## src/sv/wsfd_pkg.sv

```systemverilog
// ----------------------------------------------------------------------------
// wsfd_pkg
// Types and constants shared by the WebSocket frame deframer modules.
// ----------------------------------------------------------------------------
`default_nettype none

package wsfd_pkg;

  localparam int unsigned LenW = 63;
  localparam int unsigned KeyW = 32;

  localparam logic [6:0] LenExt16 = 7'd126;

  typedef enum logic [2:0] {
    PH_HDR0 = 3'd0,
    PH_HDR1 = 3'd1,
    PH_EXT  = 3'd2,
    PH_KEY  = 3'd3,
    PH_DATA = 3'd4
  } phase_t;

  typedef enum logic {
    KIND_HEADER  = 1'b0,
    KIND_PAYLOAD = 1'b1
  } kind_t;

  typedef struct packed {
    kind_t             kind;
    logic              fin;
    logic [3:0]        opcode;
    logic              masked;
    logic [LenW-1:0]   length;
    logic [7:0]        data;
    logic              last;
  } wsfd_res_t;

endpackage

`default_nettype wire

```

## src/sv/wsfd_parser.sv

```systemverilog
// ----------------------------------------------------------------------------
// wsfd_parser
// Frame parser state and per-byte decode: header fields, extended length,
// mask key capture and payload unmasking.
// ----------------------------------------------------------------------------
`default_nettype none

module wsfd_parser import wsfd_pkg::*; (
  input  wire logic      clk,
  input  wire logic      rst_n,
  input  wire logic [7:0] byte_i,
  input  wire logic      step_en,
  output logic           res_vld,
  output wsfd_res_t      res
);

  phase_t            phase_r, phase_nxt;
  logic [2:0]        cnt_r, cnt_nxt;
  logic              long_r, long_nxt;
  logic [LenW-1:0]   len_r, len_nxt;
  logic [KeyW-1:0]   key_r, key_nxt;
  logic              fin_r, fin_nxt;
  logic [3:0]        op_r, op_nxt;
  logic              masked_r, masked_nxt;
  logic [LenW-1:0]   rem_r, rem_nxt;
  logic [1:0]        idx_r, idx_nxt;

  logic              len_done;
  logic              hdr_done;
  logic [7:0]        key_byte;

  always_comb begin
    case (idx_r)
      2'd0:    key_byte = key_r[31:24];
      2'd1:    key_byte = key_r[23:16];
      2'd2:    key_byte = key_r[15:8];
      default: key_byte = key_r[7:0];
    endcase
  end

  always_comb begin
    phase_nxt  = phase_r;
    cnt_nxt    = cnt_r;
    long_nxt   = long_r;
    len_nxt    = len_r;
    key_nxt    = key_r;
    fin_nxt    = fin_r;
    op_nxt     = op_r;
    masked_nxt = masked_r;
    rem_nxt    = rem_r;
    idx_nxt    = idx_r;
    len_done   = 1'b0;
    hdr_done   = 1'b0;
    res_vld    = 1'b0;
    res.kind   = KIND_HEADER;
    res.data   = 8'd0;
    res.last   = 1'b0;

    case (phase_r)
      PH_HDR1: begin
        masked_nxt = byte_i[7];
        key_nxt    = '0;
        cnt_nxt    = 3'd0;
        if (byte_i[6:0] < LenExt16) begin
          len_nxt  = {{(LenW-7){1'b0}}, byte_i[6:0]};
          long_nxt = 1'b0;
          len_done = 1'b1;
        end else begin
          len_nxt   = '0;
          long_nxt  = (byte_i[6:0] != LenExt16);
          phase_nxt = PH_EXT;
        end
      end
      PH_EXT: begin
        len_nxt = {len_r[LenW-9:0], byte_i};
        if (long_r ? (cnt_r == 3'd7) : (cnt_r == 3'd1)) begin
          len_done = 1'b1;
        end else begin
          cnt_nxt = cnt_r + 3'd1;
        end
      end
      PH_KEY: begin
        key_nxt = {key_r[KeyW-9:0], byte_i};
        if (cnt_r >= 3'd3) begin
          hdr_done = 1'b1;
        end else begin
          cnt_nxt = cnt_r + 3'd1;
        end
      end
      PH_DATA: begin
        res_vld  = 1'b1;
        res.kind = KIND_PAYLOAD;
        res.data = byte_i ^ key_byte;
        idx_nxt  = idx_r + 2'd1;
        rem_nxt  = rem_r - {{(LenW-1){1'b0}}, 1'b1};
        if (rem_r <= {{(LenW-1){1'b0}}, 1'b1}) begin
          res.last  = 1'b1;
          phase_nxt = PH_HDR0;
        end
      end
      default: begin
        fin_nxt   = byte_i[7];
        op_nxt    = byte_i[3:0];
        cnt_nxt   = 3'd0;
        phase_nxt = PH_HDR1;
      end
    endcase

    if (len_done) begin
      cnt_nxt = 3'd0;
      if (masked_nxt) begin
        phase_nxt = PH_KEY;
      end else begin
        hdr_done = 1'b1;
      end
    end

    if (hdr_done) begin
      cnt_nxt  = 3'd0;
      rem_nxt  = len_nxt;
      idx_nxt  = 2'd0;
      res_vld  = 1'b1;
      res.last = (len_nxt == '0);
      phase_nxt = (len_nxt == '0) ? PH_HDR0 : PH_DATA;
    end

    res.fin    = fin_nxt;
    res.opcode = op_nxt;
    res.masked = masked_nxt;
    res.length = len_nxt;
  end

  always_ff @(posedge clk) begin
    if (!rst_n) begin
      phase_r  <= PH_HDR0;
      cnt_r    <= 3'd0;
      long_r   <= 1'b0;
      len_r    <= '0;
      key_r    <= '0;
      fin_r    <= 1'b0;
      op_r     <= 4'd0;
      masked_r <= 1'b0;
      rem_r    <= '0;
      idx_r    <= 2'd0;
    end else if (step_en) begin
      phase_r  <= phase_nxt;
      cnt_r    <= cnt_nxt;
      long_r   <= long_nxt;
      len_r    <= len_nxt;
      key_r    <= key_nxt;
      fin_r    <= fin_nxt;
      op_r     <= op_nxt;
      masked_r <= masked_nxt;
      rem_r    <= rem_nxt;
      idx_r    <= idx_nxt;
    end
  end

endmodule

`default_nettype wire

```

## src/sv/websocket_frame_deframer.sv

```systemverilog
// Datapath: a byte taken into s1_byte_r is decoded by wsfd_parser and, if it
//   yields a result, the result is registered in out_res_r with out_valid set.
// Throughput: one byte per clock, limited only by out_ready back-pressure.
// Reset: synchronous, active-low rst_n; parser returns to the first header
//   byte and both pipeline stages empty.
// ----------------------------------------------------------------------------
// websocket_frame_deframer
// WebSocket receive-side deframer: header decode, mask key capture and
// payload unmasking on a byte stream, one header result per frame.
// ----------------------------------------------------------------------------
`default_nettype none

module websocket_frame_deframer import wsfd_pkg::*; (
  input  wire logic            clk,
  input  wire logic            rst_n,
  input  wire logic            in_valid,
  output logic                 in_ready,
  input  wire logic [7:0]      in_byte,
  output logic                 out_valid,
  input  wire logic            out_ready,
  output logic                 out_result_kind,
  output logic                 out_fin_flag,
  output logic [3:0]           out_opcode,
  output logic                 out_masked_flag,
  output logic [LenW-1:0]      out_payload_length,
  output logic [7:0]           out_data_byte,
  output logic                 out_last_flag
);

  logic       s1_valid_r;
  logic [7:0] s1_byte_r;
  logic       out_valid_r;
  wsfd_res_t  out_res_r;

  logic       res_vld;
  wsfd_res_t  res;
  logic       out_free;
  logic       s1_adv;

  assign out_free = !out_valid_r || out_ready;
  assign s1_adv   = s1_valid_r && (!res_vld || out_free);
  assign in_ready = !s1_valid_r || s1_adv;

  wsfd_parser u_parser (
    .clk     (clk),
    .rst_n   (rst_n),
    .byte_i  (s1_byte_r),
    .step_en (s1_adv),
    .res_vld (res_vld),
    .res     (res)
  );

  always_ff @(posedge clk) begin
    if (!rst_n) begin
      s1_valid_r <= 1'b0;
    end else if (in_valid && in_ready) begin
      s1_valid_r <= 1'b1;
    end else if (s1_adv) begin
      s1_valid_r <= 1'b0;
    end
  end

  always_ff @(posedge clk) begin
    if (in_valid && in_ready) begin
      s1_byte_r <= in_byte;
    end
  end

  always_ff @(posedge clk) begin
    if (!rst_n) begin
      out_valid_r <= 1'b0;
    end else if (s1_adv && res_vld) begin
      out_valid_r <= 1'b1;
    end else if (out_ready) begin
      out_valid_r <= 1'b0;
    end
  end

  always_ff @(posedge clk) begin
    if (s1_adv && res_vld) begin
      out_res_r <= res;
    end
  end

  assign out_valid          = out_valid_r;
  assign out_result_kind    = out_res_r.kind;
  assign out_fin_flag       = out_res_r.fin;
  assign out_opcode         = out_res_r.opcode;
  assign out_masked_flag    = out_res_r.masked;
  assign out_payload_length = out_res_r.length;
  assign out_data_byte      = out_res_r.data;
  assign out_last_flag      = out_res_r.last;

endmodule

`default_nettype wire

```

## config.mk

```make
export PLATFORM = sky130hd
export DESIGN_NAME = websocket_frame_deframer
export DESIGN_NICKNAME = d
export VERILOG_FILES = /design/src/sv/wsfd_pkg.sv /design/src/sv/wsfd_parser.sv /design/src/sv/websocket_frame_deframer.sv
export SDC_FILE = /design/constraint.sdc
export NUM_CORES = 1
export LEC_CHECK = 0
export BUFFER_PORTS_ARGS = -buffer_cell sky130_fd_sc_hd__buf_2
export CAP_MARGIN = 0
export CELL_PAD_IN_SITES_DETAIL_PLACEMENT = 0
export CELL_PAD_IN_SITES_GLOBAL_PLACEMENT = 1
export CORE_MARGIN = 3
export CORE_UTILIZATION = 51
export CTS_CLUSTER_SIZE = 25
export DETAILED_ROUTE_END_ITERATION = 7
export GPL_ROUTABILITY_DRIVEN = 0
export GPL_TIMING_DRIVEN = 0
export PLACE_DENSITY = 0.85
export SLEW_MARGIN = 20
export SYNTH_ARGS = -nofsm -noshare
export SYNTH_HDL_FRONTEND = slang
export SYNTH_SLANG_ARGS = --single-unit
```

## constraint.sdc

```tcl
create_clock -name clk -period 7.5 [get_ports clk]
set_input_delay 1.125 -clock clk [delete_from_list [all_inputs] [get_ports clk]]
set_output_delay 1.125 -clock clk [all_outputs]
set_load 0.01 [all_outputs]
```

==> results of run 1 <==
-- path summary, 6_finish.rpt --
check | startpoint | slack [ns] | end | depth (start not counted)
max reg2reg | u_parser.phase_r[1]$_SDFFE_PN0P_ | 2.87 | out_last_flag$_DFFE_PP_ | 11
max | u_parser.phase_r[0]$_SDFFE_PN0P_ | 2.52 | in_ready | 10
min reg2reg | u_parser.op_r[2]$_SDFFE_PN0P_ | 0.46 | u_parser.op_r[2]$_SDFFE_PN0P_ | 2
min | u_parser.op_r[2]$_SDFFE_PN0P_ | 0.46 | u_parser.op_r[2]$_SDFFE_PN0P_ | 2
-- cell usage in the layout (no fill, tap or decap), types with 8 or more instances in the layout --
cell type	instances
nand2_1	69
nor4_1	24
a222oi_1	8
inv_1	54
or4_1	8
a221oi_1	33
a32o_1	24
buf_2	104
mux2_2	12
nor2b_1	38
buf_1	10
nand3_1	27
o21ai_0	87
a22o_1	10
xnor2_1	10
ha_1	8
nor3b_1	49
o22ai_1	13
a221o_1	13
a211oi_1	78
dfxtp_1	175
or3_1	17
nor2_1	136
nand4_1	51
edfxtp_1	87
a21oi_1	63
nor4bb_1	14
nor3_1	67
clkbuf_1	106
mux2i_1	53
clkbuf_16	29
-- critical path, stage by stage (launching register included) --
cell	delay, ns
dfxtp_1	0.31
buf_2	0.22
nor3b_1	0.25
mux2i_1	0.51
o21ai_1	0.27
a21o_1	0.23
buf_2	0.21
buf_2	0.30
a211oi_1	0.75
inv_1	0.08
buf_2	0.16
-- report_power, final --
group	switching, µW	internal, µW	leakage [µW]
clock	593	870	0.000474
sequential	78.8	1560	0.00225
combinational	926	479	0.00319
total	1600	2910	0.00592
-- through the flow --
step | total power (µW) | instances | utilization [%] | cell area, µm²
3_5_place_dp | 3024 | 1851 | 55.65 | 14050
3_3_place_gp | 3004 | 1850 | 55.53 | 14020
4_1_cts | 4474 | 1903 | 59.47 | 15020
5_1_grt | 4697 | 1904 | 59.51 | 15030
6_report | 4510 | 1905 | 59.52 | 15030
2_1_floorplan | 2610 | 1429 | - | 13160
-- layout make-up --
cell class | count | area, µm² | share of cell area (%)
buffer | 128 | 511.7 | 3.404
inverter | 55 | 206.4 | 1.373
antenna | 1 | 2.502 | 0.01665
sequential | 262 | 6116 | 40.69
clock buffer | 36 | 782.0 | 5.202
multi-input combinational | 984 | 6331 | 42.12
clock inverter | 16 | 181.4 | 1.207
tap | 330 | 412.9 | 2.747
timing repair buffer | 93 | 488.0 | 3.246
-- logic make-up (layout without fill, tap and decap cells) --
family	Yosys count	after routing	share of synthesized area, %
AO/OA/AOI/OAI	368	368	19.50
XOR/XNOR	10	10	0.6657
adder cells (fa/ha/maj)	8	8	0.7609
buffers and inverters	183	328	5.431
flip-flops	262	262	46.49
multiplexers	65	65	5.060
other	0	1	0
AND/OR/NAND/NOR	533	533	22.09
-- sequential cells by signal, summed over array words and instances, names as in the netlist, 2 cells and up --
name and count:
u_parser.key_r 32, u_parser.idx_r 2, u_parser.cnt_r 3, out_payload_length 63, s1_byte_r 8, out_opcode 4
u_parser.phase_r 3, out_data_byte 8, u_parser.len_r 63, u_parser.rem_r 63, u_parser.op_r 4
-- metal layers --
layer	up-vias	wire, µm	track usage, %
met4	2	1703	12.23
met3	141	5038	7.334
li1	5665	-	-
met1	6006	18980	44.43
met5	-	11	0
met2	765	20780	50.50
==> results.yml, run 1 <==
yosys:
  synthesis.area_um2: 13160
  ys_async_sr_fraction_pct: 0
  synth-seq-cells: 262
  synth_edf_count: 87
  ys_top_cells_by_count: "175 x dfxtp_1, 136 x nor2_1, 103 x clkbuf_1"
  yosysSeqAreaShare_pct: 46.49
  yosysMostFrequentCell: "dfxtp_1"
  synth_cell_types: 64
  synth.top_cell.area_share_pct: 26.63
  synth_ff_type: "dfxtp_1"
  syn_nets: 1449
  yosysWarnings: 0
  avgSynthCellArea_um2: 9.206
  synthTopCellsByArea: "dfxtp_1 27%, edfxtp_1 20%, a211oi_1 4.5%, mux2i_1 4.0%, nor2_1 3.9%"
  netlist.top_cell.by_area: "dfxtp_1"
  syn_inst: 1429
worst_setup_path:
  worstPathRequired_ns: 6.38
  cp-end-kind: "output port"
  startpoint_type: "register"
  critical_path_class: "register to output port"
  cp.arrival_ns: 3.85
  path_max_fanout: 10
floorplanning:
  rows: 58
  fp.coreArea_um2: 25250
  die_h_um: 166.6
  initial_utilization_pct: 52.09
  dieArea_um2: 27760
  die_w_um: 166.6
  ioPinCount: 93
pwr:
  powerDensity_nw_per_um2: 300.0
  peakVddDrop_v: 0.0001741
  p_leak_uw: 0.005916
sta:
  rsz0062_at_grt: "no"
  holdWs_ns: 0.4621
  slew_viol_final: 0
  tns_ns: 0
  slew_headroom_pct: 19.84
  fin_skew_ns: 0.01598
  max_freq_mhz: 200.9
  setup_ws_ns: 2.523
  fin_crit_ns: 4.977
  setup_viol: 0
  period_share_pct: 66.36
  worstMarginPinSlew_ns: 1.195
  hold_violations: 0
finish:
  nFillCells: 2256
  finalNetCount: 1572
  syn_to_final_growth_pct: 14.27
  drive_gt1_share_pct: 11.31
global_route:
  grt_max_degree: 48
  grt_overflow: 0
  grt_use_total_pct: 32.43
  grt_pass1_vias: 11920
  grt_pass1_wl_um: 71660
  antenna_found_initial: 2
detailed_routing:
  routedWlPerCell_um: 24.42
  first_pass_iters: 7
  route.detailed.vias_per_inst: 6.603
  drc: 0
  routed_wirelength_um: 46510
  first_iter_violations: 1484
  detail-route-antenna-nets: 0
  vias: 12580
flow_run:
  maxCapViolCount: 0
clock_network:
  cts_buffer_depth: 3
  cts_max_level: 1
  cts_hold_buf: 0
  cts_tree: "built"
  cts_resized: 0
  root_buffer: "clkbuf_16"
  clock_latency_ns: 0.56
  cts.clk_slew.worst_paths_ns: 0.06
  cts_buffers: 28
  cts_setup_buffers: 0
  clock_sinks: 262
outcome:
  status: "complete, no violations"
place:
  dp_hpwl_um: 33270
  dpl_worst_slack_ns: 3.095
  portBuffers: 91
hold_path:
  hp-class: "register to register"
Power figures use the tool's default switching activity.
==> run 2: changes to the inputs <==
--- a/config.mk
+++ b/config.mk
@@ -10,12 +10,12 @@
 export CELL_PAD_IN_SITES_DETAIL_PLACEMENT = 0
 export CELL_PAD_IN_SITES_GLOBAL_PLACEMENT = 1
 export CORE_MARGIN = 3
-export CORE_UTILIZATION = 51
+export CORE_UTILIZATION = 47
 export CTS_CLUSTER_SIZE = 25
 export DETAILED_ROUTE_END_ITERATION = 7
 export GPL_ROUTABILITY_DRIVEN = 0
 export GPL_TIMING_DRIVEN = 0
-export PLACE_DENSITY = 0.85
+export PLACE_DENSITY = 0.79
 export SLEW_MARGIN = 20
 export SYNTH_ARGS = -nofsm -noshare
 export SYNTH_HDL_FRONTEND = slang
==> constraint.sdc (replaced) <==
create_clock -name clk -period 5.1 [get_ports clk]
set_input_delay 0.765 -clock clk [delete_from_list [all_inputs] [get_ports clk]]
set_output_delay 0.765 -clock clk [all_outputs]
set_load 0.01 [all_outputs]
==> run 2 against run 1 <==
Against the previous run: non-clock buffer count shrank 1; largest cell class unchanged; count of clock-buffer cells in the layout is 5 higher; global-route usage is 2.3 points lower; utilization decreased by 4.2 points; die area rose by 8.2%; setup slack got worse by 2.0 ns; combinational power is 47% higher.
==> results.yml, run 2 (synthesis gave the netlist of run 1 again) <==
global_route:
  grt_max_degree: 46
  grt_pass1_wl_um: 71930
  antenna_found_initial: 0
  grt_use_total_pct: 30.17
  grt_overflow: 0
  grt_pass1_vias: 11890
detailed_routing:
  route.met2.wl_um: 21290
  routed-wl-met3_um: 4189
  vias: 12410
  routedWlPerCell_um: 24.10
  routed_wirelength_um: 46950
  detail-route-antenna-nets: 0
  met1_length_um: 19910
  first_iter_violations: 1364
  routed.top_layer: "met4"
  first_pass_iters: 8
  drc: 0
  route.detailed.vias_per_inst: 6.369
worst_setup_path:
  crit_chain: "buf_2 -> buf_2 -> buf_2 -> clkbuf_1 -> clkbuf_1 -> nor3b_1 -> a211oi_1 -> nand4_1 -> nor4_1 -> nand4_1 -> a2bb2o_1"
  critical_path_class: "register to register"
  slowest_delay_ns: 0.85
  path_max_fanout: 10
  cp-end-kind: "register"
  crit_top_cell: "buf_2"
  cp_slowest_cell: "a211oi_1"
  cp.buffers_inverters: 5
  startpoint_type: "register"
  cp.arrival_ns: 4.99
  worstPathRequired_ns: 5.50
  cpLargestDelayFamily: "buffers and inverters"
clock_network:
  cts_resized: 0
  cts.clk_slew.worst_paths_ns: 0.06
  cts_tree: "built"
  clock_sinks: 262
  cts_hold_buf: 0
  cts_buffers: 29
  clock_latency_ns: 0.56
  root_buffer: "clkbuf_16"
  cts_max_level: 1
  cts_buffer_depth: 3
  cts_setup_buffers: 0
floorplanning:
  die_w_um: 173.3
  ioPinCount: 93
  fp.coreArea_um2: 27250
  rows: 60
  die_h_um: 173.3
  dieArea_um2: 30030
  initial_utilization_pct: 48.27
pwr:
  power_uw: 6630
  p_switching_uw: 2349
  p_leak_uw: 0.005902
  p_int_uw: 4281
  powerDensity_nw_per_um2: 439.9
  seqPwrFrac_pct: 36.4
  comb_power_share_pct: 31.1
  peakVddDrop_v: 0.0003375
  netSwitchingFraction_pct: 35.43
  clkPwrFrac_pct: 32.4
finish:
  final_common_cell: "dfxtp_1"
  syn_to_final_growth_pct: 14.57
  finalNetCount: 1572
  final_core_util_pct: 55.31
  nFillCells: 2506
  fin_area_um2: 15070
  final_cell_mix: "175 x dfxtp_1, 136 x nor2_1, 112 x clkbuf_1, 104 x buf_2"
  drive_gt1_share_pct: 10.98
sta:
  setup_ws_ns: 0.5071
  fin_crit_ns: 4.593
  slew_viol_final: 0
  setup_viol: 0
  max_freq_mhz: 217.7
  fin_skew_ns: 0.01529
  period_share_pct: 90.06
  slew_headroom_pct: 21.60
  hold_violations: 0
  rsz0062_at_grt: "no"
  holdWs_ns: 0.3821
  worstMarginPinSlew_ns: 1.176
hold_path:
  hp-class: "input pin to register"
flow_run:
  maxCapViolCount: 0
place:
  portBuffers: 91
  dp_hpwl_um: 33920
  dpl_worst_slack_ns: 0.7539
  place_area_um2: 14110
outcome:
  status: "complete, no violations"
run 2: cell types whose count changed in the layout (fill, tap and decap cells not counted), sizes merged:
cell and delta:
clkinv -4, clkbuf +4, inv +1
run 2: stage by stage:
| stage | cells | setup TNS (ns) |
|---|---|---|
| 4_1_cts | 1947 | 0 |
| 6_report | 1948 | 0 |
| 2_1_floorplan | 1429 | 0 |
| 3_5_place_dp | 1893 | 0 |
| 3_3_place_gp | 1892 | -129.12 |
| 5_1_grt | 1947 | 0 |
run 2: final cells by class:
cell class	count	area (µm²)	area share [%]
antenna	1	2.502	0.01660
buffer	128	511.7	3.395
clock buffer	41	790.8	5.247
clock inverter	13	171.4	1.137
inverter	55	206.4	1.370
multi-input combinational	984	6325	41.96
sequential	262	6116	40.58
tap	372	465.4	3.088
timing repair buffer	92	483.0	3.204
run 2: final timing paths:
check	cells after the start	slack, ns	endpoint	from
setup / recovery	11	0.51	out_last_flag$_DFFE_PP_	u_parser.phase_r[1]$_SDFFE_PN0P_
hold / removal	1	0.38	s1_byte_r[5]$_DFFE_PP_	in_byte[5]
setup reg to reg	11	0.51	out_last_flag$_DFFE_PP_	u_parser.phase_r[1]$_SDFFE_PN0P_
hold reg to reg	2	0.45	u_parser.op_r[1]$_SDFFE_PN0P_	u_parser.op_r[1]$_SDFFE_PN0P_
run 2: routing by layer:
metal | vias up | global-route usage, %
met5 | - | 0
met4 | 0 | 9.358
met3 | 126 | 6.505
met2 | 618 | 48.09
met1 | 5997 | 41.18
li1 | 5666 | -
run 2: power groups by stage:
stage	clock (µW)	combinational [µW]	sequential, µW
after CTS	2170	2020	2410
after detailed placement	0	2010	2450
after global placement	0	1990	2450
final	2150	2060	2410
after global routing	2250	2240	2430
after floorplan	0	1410	2430
run 2: worst register-to-register path: stages (launching register included):
cell	delay [ns]
dfxtp_1	0.30
buf_2	0.17
buf_2	0.29
buf_2	0.26
clkbuf_1	0.51
clkbuf_1	0.50
nor3b_1	0.11
a211oi_1	0.85
nand4_1	0.18
nor4_1	0.55
nand4_1	0.32
a2bb2o_1	0.39
==> run 3: changes to the inputs <==
--- a/config.mk
+++ b/config.mk
@@ -5,17 +5,18 @@
 export SDC_FILE = /design/constraint.sdc
 export NUM_CORES = 1
 export LEC_CHECK = 0
+export ABC_AREA = 1
 export BUFFER_PORTS_ARGS = -buffer_cell sky130_fd_sc_hd__buf_2
 export CAP_MARGIN = 0
 export CELL_PAD_IN_SITES_DETAIL_PLACEMENT = 0
 export CELL_PAD_IN_SITES_GLOBAL_PLACEMENT = 1
 export CORE_MARGIN = 3
-export CORE_UTILIZATION = 47
+export CORE_UTILIZATION = 35
 export CTS_CLUSTER_SIZE = 25
 export DETAILED_ROUTE_END_ITERATION = 7
 export GPL_ROUTABILITY_DRIVEN = 0
 export GPL_TIMING_DRIVEN = 0
-export PLACE_DENSITY = 0.79
+export PLACE_DENSITY = 0.64
 export SLEW_MARGIN = 20
 export SYNTH_ARGS = -nofsm -noshare
 export SYNTH_HDL_FRONTEND = slang
==> run 3 against run 2 <==
Against the previous run: count of clock-buffer cells in the layout shrank 7; combinational power is 37% lower; sequential share of layout area up 0.56 points; critical path depth down 2; largest cell class is now registers; routed wire length rose by 6.6%; hold slack worse by 0.035 ns; utilization fell by 14 points; setup slack better by 1.4 ns; die area is 29% higher.
==> results.yml, run 3 <==
sta:
  period_share_pct: 62.33
  rsz0062_at_grt: "no"
  max_freq_mhz: 314.6
  slew_viol_final: 0
  setup_viol: 0
  worstMarginPinSlew_ns: 1.014
  slew_headroom_pct: 32.38
  fin_skew_ns: 0.02835
  fin_crit_ns: 3.179
  hold_violations: 0
clock_network:
  cts_max_level: 1
  cts_hold_buf: 0
  cts_buffer_depth: 3
  cts_buffers: 31
  cts_tree: "built"
  clock_sinks: 262
  root_buffer: "clkbuf_16"
  clock_latency_ns: 0.60
  cts_setup_buffers: 0
  cts.clk_slew.worst_paths_ns: 0.06
  cts_resized: 0
yosys:
  synthSimpleGateAreaFrac_pct: 27.33
  ys_top_cells_by_count: "422 x nand2_1, 286 x nor2_1, 187 x o21ai_0"
  synthTopCellsByArea: "dfxtp_1 28%, edfxtp_1 21%, nand2_1 12%, nor2_1 8.4%, o21ai_0 7.4%"
  avgSynthCellArea_um2: 7.374
  synth_top_family_by_area: "simple AND/OR/NAND/NOR gates"
  synth-xor-area-share_pct: 1.721
  synth_edf_count: 87
  syn_inst: 1725
  synth_ff_type: "dfxtp_1"
  synthMuxAreaShare_pct: 0
  yosysWarnings: 0
  synth_cell_types: 40
  synthesis.area_um2: 12720
  yosysSeqAreaShare_pct: 48.08
  yosysMostFrequentCell: "nand2_1"
  netlist.top_cell.by_area: "dfxtp_1"
  syn_nets: 1745
  synth_compound_area_share_pct: 15.71
  synth.top_cell.area_share_pct: 27.54
  synth-seq-cells: 262
  ys_async_sr_fraction_pct: 0
  synth-adder-area-share_pct: 0.7869
finish:
  fin_area_um2: 14870
  drive_gt1_share_pct: 11.30
  final_cell_mix: "422 x nand2_1, 286 x nor2_1, 187 x o21ai_0, 175 x dfxtp_1, 137 x a21oi_1"
  n_antenna_cell: 0
  final_core_util_pct: 41.69
  nFillCells: 3806
  syn_to_final_growth_pct: 16.86
  finalNetCount: 1871
  regArea_um2: 6116
  final_common_cell: "nand2_1"
  multi_input_area_um2: 5794
worst_setup_path:
  cp_slowest_cell: "edfxtp_1"
  critical_path_class: "register to output port"
  cpLargestDelayFamily: "simple AND/OR/NAND/NOR gates"
  path_max_fanout: 8
  cp.buffers_inverters: 1
  slowest_delay_ns: 0.50
  startpoint_type: "register"
  worstPathRequired_ns: 4.34
  cp-end-kind: "output port"
  ff2ff_path_depth: 14
  path_depth: 9
  cp.arrival_ns: 2.41
  crit_chain: "nand2_1 -> nor2_1 -> nand3_2 -> nand2_1 -> nand2_2 -> a21boi_4 -> nand2_2 -> nand4_1 -> buf_2"
floorplanning:
  fp.coreArea_um2: 35660
  die_h_um: 196.6
  initial_utilization_pct: 35.68
  ioPinCount: 93
  rows: 69
  die_w_um: 196.6
  dieArea_um2: 38670
global_route:
  grt_pass1_vias: 11410
  grt_overflow: 0
  grt_pass1_wl_um: 74550
  grt_max_degree: 54
  antenna_found_initial: 0
  grt_use_total_pct: 25.41
detailed_routing:
  routed_wirelength_um: 50060
  routedWlPerCell_um: 21.42
  vias: 12300
  first_iter_violations: 1189
  detail-route-antenna-nets: 0
  drc: 0
  route.detailed.vias_per_inst: 5.264
  first_pass_iters: 6
pwr:
  p_leak_uw: 0.006207
  powerDensity_nw_per_um2: 402.1
  peakVddDrop_v: 0.0002740
place:
  dp_hpwl_um: 37550
  portBuffers: 92
  place_area_um2: 13790
hold_path:
  hp-class: "input pin to register"
  hold_path_depth: 1
flow_run:
  maxCapViolCount: 0
outcome:
  status: "complete, no violations"
==> run 3: through the flow <==
step / worst slack [ns] / cells / setup TNS, ns / total power [µW] / hold slack [ns]
after CTS: 1.911 / 2337 / 0 / 5999 / 0.3229
after detailed placement: 2.119 / 2279 / 0 / 3648 / 0.4476
after floorplan: 1.026 / 1725 / 0 / 3214 / 0.4245
final: 1.921 / 2337 / 0 / 5977 / 0.3466
after global placement: -0.7691 / 2278 / -66.22 / 3644 / 0.4335
after global routing: 1.779 / 2337 / 0 / 6261 / 0.3348
==> run 3: report_power, final <==
group	internal, µW	total, µW	leakage (µW)	switching (µW)
clock network	1400	2350	0.000524	955
logic	384	1290	0.00347	911
registers	2260	2330	0.00221	74.0
total	4040	5980	0.00621	1940
==> run 3: final cells by class <==
cell class	instances	share of cell area, %
buffer	90	2.677
clock buffer	34	5.429
clock inverter	24	1.810
inverter	111	2.803
multi-input combinational	1262	38.98
sequential	262	41.14
tap	461	3.880
timing repair buffer	93	3.283
==> run 3: cells by family (layout without fill, tap and decap cells) <==
family          after synthesis  in the layout
compound gates              376            376
simple gates                853            853
xor+xnor                     25             25
flops                       262            262
fa+ha+maj                     8              8
buf+inv                     201            352
==> run 3: worst reg2reg max path, stage by stage (launching register included) <==
cell and delay (ns):
dfxtp_1 0.38, inv_2 0.09, nand3_2 0.21, inv_2 0.22
clkbuf_1 0.53, nand2_1 0.23, nand2_1 0.47, nor2_1 0.09
nand2_1 0.08, nor2_1 0.04, nand2_1 0.05, nor2_1 0.07
nand3_1 0.08, nand2_1 0.06, o21a_1 0.19
==> run 3: path summary, 6_finish.rpt <==
check / startpoint / end / slack [ns]
worst max-delay path: s1_byte_r[4]$_DFFE_PP_ / in_ready / 1.92
worst min-delay path: in_byte[1] / s1_byte_r[1]$_DFFE_PP_ / 0.35
worst max register to register: u_parser.phase_r[0]$_SDFFE_PN0P_ / out_last_flag$_DFFE_PP_ / 2.02
worst min register to register: u_parser.masked_r$_SDFFE_PN0P_ / u_parser.masked_r$_SDFFE_PN0P_ / 0.46
==> run 3: routing by layer <==
layer,wire [µm],vias to the layer above,global-route usage (%)
li1,-,5966,-
met4,740,0,4.752
met1,24320,5869,38.83
met3,3371,54,3.333
met2,21630,413,38.80
met5,0,-,0
